File: src/hw/rtl/csmc_pkg.sv
// csmc_pkg: shared types and constants for the clock/stopwatch mode controller
// no dependencies; used by the channel interfaces and the top level
`default_nettype none

package csmc_pkg;

  localparam int unsigned CfgIndexWidth = 8;
  localparam int unsigned CfgDataWidth  = 16;

  localparam logic [CfgIndexWidth-1:0] REG_SLOW_BLINK_MS = 8'd0;
  localparam logic [CfgIndexWidth-1:0] REG_FAST_BLINK_MS = 8'd1;

  typedef struct packed {
    logic        func;
    logic        btn_left;
    logic        btn_mid;
    logic        btn_right;
    logic [31:0] now_ms;
  } cmd_item_t;

  typedef struct packed {
    logic [2:0]  mode;
    logic [13:0] fnd_value;
    logic [4:0]  clock_hours;
    logic [5:0]  clock_minutes;
    logic [5:0]  clock_seconds;
    logic [6:0]  sw_minutes;
    logic [5:0]  sw_seconds;
    logic [3:0]  sw_tenths;
    logic        clock_colon_shown;
    logic        sw_colon_a_shown;
    logic        sw_colon_b_shown;
  } res_item_t;

  typedef struct packed {
    logic [CfgIndexWidth-1:0] index;
    logic [CfgDataWidth-1:0]  wdata;
  } cfg_item_t;

endpackage

`default_nettype wire

File: src/hw/rtl/csmc_cmd_if.sv
// csmc_cmd_if: input item channel (valid/ready, one item per transfer)
// depends on csmc_pkg
`default_nettype none

interface csmc_cmd_if
  import csmc_pkg::*;
();
  logic      valid;
  logic      ready;
  cmd_item_t data;

  modport source (output valid, output data, input ready);
  modport sink   (input valid, input data, output ready);
endinterface

`default_nettype wire

File: src/hw/rtl/csmc_res_if.sv
// csmc_res_if: result item channel (valid/ready, one result per transfer)
// depends on csmc_pkg
`default_nettype none

interface csmc_res_if
  import csmc_pkg::*;
();
  logic      valid;
  logic      ready;
  res_item_t data;

  modport source (output valid, output data, input ready);
  modport sink   (input valid, input data, output ready);
endinterface

`default_nettype wire

File: src/hw/rtl/csmc_cfg_if.sv
// csmc_cfg_if: register write channel (valid/ready, index and write data)
// depends on csmc_pkg
`default_nettype none

interface csmc_cfg_if
  import csmc_pkg::*;
();
  logic      valid;
  logic      ready;
  cfg_item_t data;

  modport source (output valid, output data, input ready);
  modport sink   (input valid, input data, output ready);
endinterface

`default_nettype wire

File: src/hw/rtl/clock_stopwatch_mode_controller_unit.sv
// clock_stopwatch_mode_controller_unit: time-of-day clock, stopwatch and mode controller
// depends on csmc_pkg, csmc_cmd_if, csmc_res_if, csmc_cfg_if
//
//   channel  dir  payload                                  transfer when
//   cmd      in   func, buttons, now_ms                    cmd.valid && cmd.ready
//   res      out  mode, fnd, clock, stopwatch, colons      res.valid && res.ready
//   cfg      in   register index, 16-bit write data        cfg.valid (ready held high)
//
// one item per cycle while cmd.ready holds; the result is registered at the transfer
// cmd.ready is high while the result register is empty or being taken this cycle
// a stalled result holds its register and blocks only further input transfers
// rst is synchronous; afterwards the clock reads 12:00:00, blink periods 500 and 50 ms
`default_nettype none

module clock_stopwatch_mode_controller_unit
  import csmc_pkg::*;
#(
  parameter int unsigned TICKS_PER_SECOND = 10
) (
  input  wire         clk,
  input  wire         rst,
  csmc_cmd_if.sink    cmd,
  csmc_res_if.source  res,
  csmc_cfg_if.sink    cfg
);

  typedef enum logic [2:0] {
    MODE_IDLE        = 3'd0,
    MODE_RUN         = 3'd1,
    MODE_SET_HOURS   = 3'd2,
    MODE_SET_MINUTES = 3'd3,
    MODE_SET_SECONDS = 3'd4
  } mode_t;

  localparam logic [3:0] TicksLimit = 4'(TICKS_PER_SECOND);

  logic [15:0] slow_blink_ms, fast_blink_ms;

  mode_t       mode,        mode_next;
  logic [4:0]  hours,       hours_next;
  logic [5:0]  minutes,     minutes_next;
  logic [5:0]  seconds,     seconds_next;
  logic [6:0]  sw_minutes,  sw_minutes_next;
  logic [5:0]  sw_seconds,  sw_seconds_next;
  logic [3:0]  sw_tenths,   sw_tenths_next;
  logic        running,     running_next;
  logic        setting,     setting_next;
  logic [3:0]  tick_div,    tick_div_next;
  logic        slow_blink,  slow_blink_next;
  logic        fast_blink,  fast_blink_next;
  logic [31:0] slow_mark,   slow_mark_next;
  logic [31:0] fast_mark,   fast_mark_next;

  logic        res_valid;
  res_item_t   res_data, res_data_next;

  logic        cmd_xfer;
  logic [31:0] slow_elapsed, fast_elapsed;
  logic [6:0]  sec_inc, min_inc, swsec_inc, swmin_inc;
  logic [5:0]  hr_inc;
  logic [4:0]  swten_inc;
  logic [3:0]  div_inc;
  logic [13:0] fnd;

  function automatic logic [5:0] adjust(input logic [5:0] v, input logic [5:0] top,
                                        input logic up, input logic down);
    logic [5:0] r;
    r = v;
    if (up) begin
      r = (r >= top) ? 6'd0 : r + 6'd1;
    end
    if (down) begin
      r = (r == 6'd0 || r > top) ? top : r - 6'd1;
    end
    return r;
  endfunction

  assign cmd.ready = !res_valid || res.ready;
  assign cmd_xfer  = cmd.valid && cmd.ready;
  assign cfg.ready = 1'b1;
  assign res.valid = res_valid;
  assign res.data  = res_data;

  assign slow_elapsed = cmd.data.now_ms - slow_mark;
  assign fast_elapsed = cmd.data.now_ms - fast_mark;

  always_comb begin
    mode_next       = mode;
    hours_next      = hours;
    minutes_next    = minutes;
    seconds_next    = seconds;
    sw_minutes_next = sw_minutes;
    sw_seconds_next = sw_seconds;
    sw_tenths_next  = sw_tenths;
    running_next    = running;
    setting_next    = setting;
    tick_div_next   = tick_div;
    slow_blink_next = slow_blink;
    fast_blink_next = fast_blink;
    slow_mark_next  = slow_mark;
    fast_mark_next  = fast_mark;
    sec_inc         = 7'd0;
    min_inc         = 7'd0;
    hr_inc          = 6'd0;
    swten_inc       = 5'd0;
    swsec_inc       = 7'd0;
    swmin_inc       = 7'd0;
    div_inc         = tick_div + 4'd1;

    if (!cmd.data.func) begin
      tick_div_next = div_inc;
      if (div_inc >= TicksLimit) begin
        tick_div_next = 4'd0;
        if (!setting) begin
          sec_inc = {1'b0, seconds} + 7'd1;
          min_inc = {1'b0, minutes};
          hr_inc  = {1'b0, hours};
          if (sec_inc >= 7'd60) begin
            sec_inc = 7'd0;
            min_inc = min_inc + 7'd1;
          end
          if (min_inc >= 7'd60) begin
            min_inc = 7'd0;
            hr_inc  = hr_inc + 6'd1;
          end
          if (hr_inc >= 6'd24) begin
            hr_inc = 6'd0;
          end
          seconds_next = sec_inc[5:0];
          minutes_next = min_inc[5:0];
          hours_next   = hr_inc[4:0];
        end
      end
      if (running) begin
        swten_inc = {1'b0, sw_tenths} + 5'd1;
        swsec_inc = {1'b0, sw_seconds};
        swmin_inc = sw_minutes;
        if (swten_inc >= 5'd10) begin
          swten_inc = 5'd0;
          swsec_inc = swsec_inc + 7'd1;
          if (swsec_inc >= 7'd60) begin
            swsec_inc = 7'd0;
            swmin_inc = swmin_inc + 7'd1;
          end
          if (swmin_inc >= 7'd100) begin
            swmin_inc = 7'd0;
          end
        end
        sw_tenths_next  = swten_inc[3:0];
        sw_seconds_next = swsec_inc[5:0];
        sw_minutes_next = swmin_inc;
      end
    end else begin
      if (slow_elapsed >= {16'd0, slow_blink_ms}) begin
        slow_mark_next  = slow_mark + {16'd0, slow_blink_ms};
        slow_blink_next = !slow_blink;
      end
      if (fast_elapsed >= {16'd0, fast_blink_ms}) begin
        fast_mark_next  = fast_mark + {16'd0, fast_blink_ms};
        fast_blink_next = !fast_blink;
      end
      unique case (mode)
        MODE_IDLE: begin
          running_next = 1'b0;
          setting_next = 1'b0;
          if (cmd.data.btn_left) begin
            mode_next = MODE_RUN;
          end
          if (cmd.data.btn_mid) begin
            sw_minutes_next = 7'd0;
            sw_seconds_next = 6'd0;
            sw_tenths_next  = 4'd0;
          end
          if (cmd.data.btn_right) begin
            setting_next = 1'b1;
            mode_next    = MODE_SET_HOURS;
          end
        end
        MODE_RUN: begin
          running_next = 1'b1;
          if (cmd.data.btn_left) begin
            running_next = 1'b0;
            mode_next    = MODE_IDLE;
          end
        end
        MODE_SET_HOURS: begin
          hours_next = 5'(adjust({1'b0, hours}, 6'd23, cmd.data.btn_left, cmd.data.btn_mid));
          if (cmd.data.btn_right) begin
            mode_next = MODE_SET_MINUTES;
          end
        end
        MODE_SET_MINUTES: begin
          minutes_next = adjust(minutes, 6'd59, cmd.data.btn_left, cmd.data.btn_mid);
          if (cmd.data.btn_right) begin
            mode_next = MODE_SET_SECONDS;
          end
        end
        MODE_SET_SECONDS: begin
          seconds_next = adjust(seconds, 6'd59, cmd.data.btn_left, cmd.data.btn_mid);
          if (cmd.data.btn_right) begin
            mode_next    = MODE_IDLE;
            setting_next = 1'b0;
          end
        end
        default: begin
        end
      endcase
    end
  end

  always_comb begin
    unique case (mode_next)
      MODE_IDLE, MODE_RUN: fnd = 14'({8'd0, sw_seconds_next} * 14'd100)
                                 + {10'd0, sw_tenths_next};
      MODE_SET_HOURS:      fnd = 14'd1111;
      MODE_SET_MINUTES:    fnd = 14'd2222;
      MODE_SET_SECONDS:    fnd = 14'd3333;
      default:             fnd = 14'd0;
    endcase
    res_data_next.mode              = mode_next;
    res_data_next.fnd_value         = fnd;
    res_data_next.clock_hours       = hours_next;
    res_data_next.clock_minutes     = minutes_next;
    res_data_next.clock_seconds     = seconds_next;
    res_data_next.sw_minutes        = sw_minutes_next;
    res_data_next.sw_seconds        = sw_seconds_next;
    res_data_next.sw_tenths         = sw_tenths_next;
    res_data_next.clock_colon_shown = !slow_blink_next || setting_next;
    res_data_next.sw_colon_a_shown  = !(slow_blink_next && running_next);
    res_data_next.sw_colon_b_shown  = !(fast_blink_next && running_next);
  end

  always_ff @(posedge clk) begin
    if (rst) begin
      slow_blink_ms <= 16'd500;
      fast_blink_ms <= 16'd50;
    end else if (cfg.valid) begin
      if (cfg.data.index == REG_SLOW_BLINK_MS) begin
        slow_blink_ms <= cfg.data.wdata;
      end else if (cfg.data.index == REG_FAST_BLINK_MS) begin
        fast_blink_ms <= cfg.data.wdata;
      end
    end
  end

  always_ff @(posedge clk) begin
    if (rst) begin
      mode       <= MODE_IDLE;
      hours      <= 5'd12;
      minutes    <= 6'd0;
      seconds    <= 6'd0;
      sw_minutes <= 7'd0;
      sw_seconds <= 6'd0;
      sw_tenths  <= 4'd0;
      running    <= 1'b0;
      setting    <= 1'b0;
      tick_div   <= 4'd0;
      slow_blink <= 1'b1;
      fast_blink <= 1'b1;
      slow_mark  <= 32'd0;
      fast_mark  <= 32'd0;
      res_valid  <= 1'b0;
    end else begin
      if (cmd_xfer) begin
        mode       <= mode_next;
        hours      <= hours_next;
        minutes    <= minutes_next;
        seconds    <= seconds_next;
        sw_minutes <= sw_minutes_next;
        sw_seconds <= sw_seconds_next;
        sw_tenths  <= sw_tenths_next;
        running    <= running_next;
        setting    <= setting_next;
        tick_div   <= tick_div_next;
        slow_blink <= slow_blink_next;
        fast_blink <= fast_blink_next;
        slow_mark  <= slow_mark_next;
        fast_mark  <= fast_mark_next;
        res_valid  <= 1'b1;
      end else if (res.ready) begin
        res_valid  <= 1'b0;
      end
    end
  end

  always_ff @(posedge clk) begin
    if (cmd_xfer) begin
      res_data <= res_data_next;
    end
  end

endmodule

`default_nettype wire

File: src/flat_wrapper.sv
// flat-port wrapper written by rule: the top's interface ports become plain ports
module clock_stopwatch_mode_controller_unit_flat import csmc_pkg::*;
#(
  parameter int unsigned TICKS_PER_SECOND = 10
)
  (clk, rst, cmd_valid, cmd_data, cmd_ready, res_valid, res_data, res_ready, cfg_valid, cfg_data, cfg_ready);
  csmc_cmd_if cmd_i ();
  csmc_res_if res_i ();
  csmc_cfg_if cfg_i ();
  input  wire clk;
  input  wire rst;
  input wire logic [$bits(cmd_i.valid)-1:0] cmd_valid;
  input wire logic [$bits(cmd_i.data)-1:0] cmd_data;
  output wire logic [$bits(cmd_i.ready)-1:0] cmd_ready;
  output wire logic [$bits(res_i.valid)-1:0] res_valid;
  output wire logic [$bits(res_i.data)-1:0] res_data;
  input wire logic [$bits(res_i.ready)-1:0] res_ready;
  input wire logic [$bits(cfg_i.valid)-1:0] cfg_valid;
  input wire logic [$bits(cfg_i.data)-1:0] cfg_data;
  output wire logic [$bits(cfg_i.ready)-1:0] cfg_ready;
  assign cmd_i.valid = cmd_valid;
  assign cmd_i.data = cmd_data;
  assign cmd_ready = cmd_i.ready;
  assign res_valid = res_i.valid;
  assign res_data = res_i.data;
  assign res_i.ready = res_ready;
  assign cfg_i.valid = cfg_valid;
  assign cfg_i.data = cfg_data;
  assign cfg_ready = cfg_i.ready;
  clock_stopwatch_mode_controller_unit #(.TICKS_PER_SECOND(TICKS_PER_SECOND)) u_core (.clk(clk), .rst(rst), .cmd(cmd_i), .res(res_i), .cfg(cfg_i));
endmodule
File: config.mk
export PLATFORM = sky130hd
export DESIGN_NAME = clock_stopwatch_mode_controller_unit_flat
export DESIGN_NICKNAME = d
export VERILOG_FILES = /design/src/hw/rtl/csmc_pkg.sv /design/src/hw/rtl/csmc_cmd_if.sv /design/src/hw/rtl/csmc_res_if.sv /design/src/hw/rtl/csmc_cfg_if.sv /design/src/hw/rtl/clock_stopwatch_mode_controller_unit.sv /design/src/flat_wrapper.sv
export SDC_FILE = /design/constraint.sdc
export NUM_CORES = 1
export LEC_CHECK = 0
export ABC_AREA = 1
export BUFFER_PORTS_ARGS = -buffer_cell sky130_fd_sc_hd__buf_2
export CORE_MARGIN = 5
export CORE_UTILIZATION = 62
export CTS_CLUSTER_SIZE = 20
export DETAILED_ROUTE_END_ITERATION = 16
export PLACE_DENSITY = 0.79
export SYNTH_ARGS = -nofsm -noshare
export SYNTH_HDL_FRONTEND = slang
export SYNTH_SLANG_ARGS = --single-unit
File: constraint.sdc
create_clock -name clk -period 5.5 [get_ports clk]
set_input_delay 0.275 -clock clk [delete_from_list [all_inputs] [get_ports clk]]
set_output_delay 0.275 -clock clk [all_outputs]
set_load 0.01 [all_outputs]
==> results.cfg <==
[setup_path]
ff2ff_setup_slack_ns = 0.46
crit_type = reg2reg
cp.arrival_ns = 5.24
r2r_cells = 29
cp_max_fo = 16
crit_family = adder cells
critPathRequiredTime_ns = 5.70
cp.depth = 29
cpMostUsedCell = nand2_1
crit_path_end_kind = register
rr_endpoint = u_core.res.data[49]
startpoint_type = register
cp_num_buf_inv = 6
critPathMaxStageDelay_ns = 0.41
cpMaxStageDelayCell = dfxtp_1
reg2reg_from = u_core.sw_tenths[1]

[route]
routed_wl_mm = 54.88
drc = 0
vias_per_cell = 5.718
vias = 19087
antenna_left = 0
avgRoutedWirePerCell_um = 16.44
drtIter0Drc = 1907
drtPass1Iterations = 6

[yosys]
synth_top_cell_area_share_pct = 15.87
synth_warnings = 0
ys_ff_latch = 196
postSynthCellCount = 2859
synth_ff_type = dfxtp_1
syn-cell-area_um2 = 18280
ys_top_cells_by_area = nand2_1, dfxtp_1, ha_1, inv_1, edfxtp_1
synth-edff-count = 54
synth_common_cells = nand2_1, inv_1, a21oi_1
synth_top_cell_by_area = nand2_1
synth.avg_cell_area_um2 = 6.394
async_flop_share_pct = 0
syn-num-nets = 3096
synth_seq_area_share_pct = 24.42
synth_cell_types = 57
yosysMostFrequentCell = nand2_1

[power]
max-vdd-ir-drop_uv = 188.8
p_int_mw = 2.708
seqPwrFrac_pct = 38.5
p_comb_share_pct = 31.5
p_leak_nw = 9.780
swShare_pct = 36.06
p_total_mw = 4.235
power.switching_mw = 1.527
p_clk_share_pct = 30.0
powerDensity_nw_per_um2 = 214.8

[timing]
skew_ns = 0.01343
finalSetupViolCount = 0
slew_violations = 0
clock.fmax_ghz = 0.1983
tns_ns = 0
post-route-period-util_pct = 91.69
worst_pin_slew_ns = 1.126
rsz0062_at_grt = false
worst_slack_ns = 0.4572
slew_headroom_pct = 24.35
finalCriticalPeriod_ns = 5.043
hold_viol = 0

[floorplanning]
core_um2 = 28940
die-width_um = 181.7
fp.dieH_um = 181.7
num_rows = 62
design.die.area_um2 = 33020
io-pin-count = 122
initial_utilization_pct = 63.18

[clock_tree]
cts_hold_buf = 0
htreeDepth = 4
cts_setup_buffers = 0
clk_latency_ns = 0.45
cts_tree = built
cts_sinks = 196
clk_path_buf_depth = 2
postCtsResizedCells = 0
cts_buffers = 17
root_buffer = clkbuf_16
path_clk_slew_ns = 0.07

[grt]
grt_max_degree = 87
grt_pass1_vias = 18077
grt_use_total_pct = 32.37
antenna_found_initial = 0
overflow = 0
grt_pass1_wl_mm = 88.54

[placement]
placed_cell_area_um2 = 19140
routabilityCongestion = 1.002
port_buffers = 120
pre_cts_slack_ns = 0.5686
dp_hpwl_mm = 43.15

[cells_and_area]
area_growth_pct = 7.878
multi_input_area_um2 = 11680
nFillCells = 2696
drive_above_1_share_pct = 8.666
fin_nets = 3178
final-seq-area_um2 = 4464
design_area_um2 = 19720
num_antenna_cells = 0

[status]
status = completed

[job]
drv_cap = 0

[worst_hold_path]
hold-path-endpoint = u_core.slow_blink_ms[2]
hold_depth = 3
hold_path.class = in2reg
hp-start = cfg_data[2]
state kept, by name, indices dropped and copies added, names as in the netlist:
register / cells
u_core.hours: 5
u_core.slow_mark: 32
u_core.minutes: 6
u_core.seconds: 6
u_core.fast_blink: 1
u_core.res.data: 54
u_core.slow_blink_ms: 16
u_core.setting: 1
u_core.fast_mark: 32
u_core.fast_blink_ms: 16
u_core.res.valid: 1
u_core.mode: 3
u_core.tick_div: 4
u_core.sw_seconds: 6
u_core.running: 1
u_core.sw_minutes: 7
u_core.slow_blink: 1
u_core.sw_tenths: 4
logic make-up after synthesis:
kind of cell / synth area share (%)
DFF: 24.42
and+or+nand+nor: 31.54
AOI/OAI and AO/OA: 14.24
other: 0.02051
buffers and inverters: 11.67
xor gates and xnor gates: 6.085
adders and majority gates: 12.02
metrics by stage:
step	hold slack (ns)	utilization (%)	cells
floorplan	0.4014	-	2859
global placement	0.4376	66.13	3306
detailed placement	0.4424	66.13	3306
CTS	0.09117	68.15	3338
global route	0.1107	68.15	3338
finish	0.1027	68.15	3338
placed cells by master, fill, tap and decap left out, types with 7 or more instances in the layout:
cell       synthesis  final
o211ai_1           9      9
inv_2             30     31
o21ai_0          125    125
dfxtp_1          142    142
inv_1            452    450
xnor2_1           33     33
nand4_1           93     93
nand3b_1           7      7
nand3_1          134    134
nor3_1            48     48
nor2_1           216    216
nor2_2             7      7
buf_4              2     13
buf_2              7    119
nand2_1          773    773
clkbuf_16          0     18
nand2_2           24     24
ha_1             166    166
o22ai_1           22     22
o21ai_1           23     23
o21bai_1          12     12
a21oi_1          227    227
edfxtp_1          54     54
nor4_1            16     16
a21oi_2           12     12
xor2_1            94     94
worst register-to-register path: cells and delay by family (launching register included):
family,cells,cell delay (ns)
XOR/XNOR,1,0.25
AO/OA/AOI/OAI,5,0.59
AND/OR/NAND/NOR,12,1.43
adder cells (fa/ha/maj),5,1.45
flip-flops,1,0.41
buffers and inverters,6,0.66
cell type report:
| cell class | instances | share of cell area, % |
|---|---|---|
| inverters | 483 | 9.206 |
| flip-flops and latches | 196 | 22.64 |
| clock buffers | 19 | 2.354 |
| repair buffers | 132 | 3.515 |
| well taps | 384 | 2.436 |
| clock inverters | 13 | 0.6091 |
| multi-input cells | 2111 | 59.24 |
worst max path at each step:
stage | start | endpoint | slack (ns)
6_report | u_core.sw_tenths[1] | u_core.res.data[49] | 0.46
5_1_grt | u_core.sw_tenths[0] | u_core.res.data[49] | 0.05
4_1_cts | u_core.sw_tenths[1] | u_core.res.data[49] | 0.54
3_5_place_dp | u_core.sw_tenths[0] | u_core.res.data[49] | 0.57
3_3_place_gp | u_core.sw_tenths[0] | u_core.res.data[49] | 0.72
2_1_floorplan | u_core.sw_tenths[0] | u_core.res.data[49] | 1.00
per-layer routing:
metal / GRT usage (%) / up-vias / share of wire, %
li1: - / 9444 / -
met1: 41.14 / 8581 / 41
met2: 54.15 / 895 / 46
met3: 4.762 / 167 / 8.1
met4: 15.28 / 0 / 5.1
met5: 0 / - / 0
power by group through the flow:
stage	Combinational (mW)	Clock (mW)	Sequential [mW]
floorplan	0.938	0	1.67
global placement	1.27	0	1.66
detailed placement	1.31	0	1.66
CTS	1.31	1.28	1.63
global route	1.50	1.34	1.64
finish	1.33	1.27	1.63
Note: power is estimated with default switching activity, not from simulation.
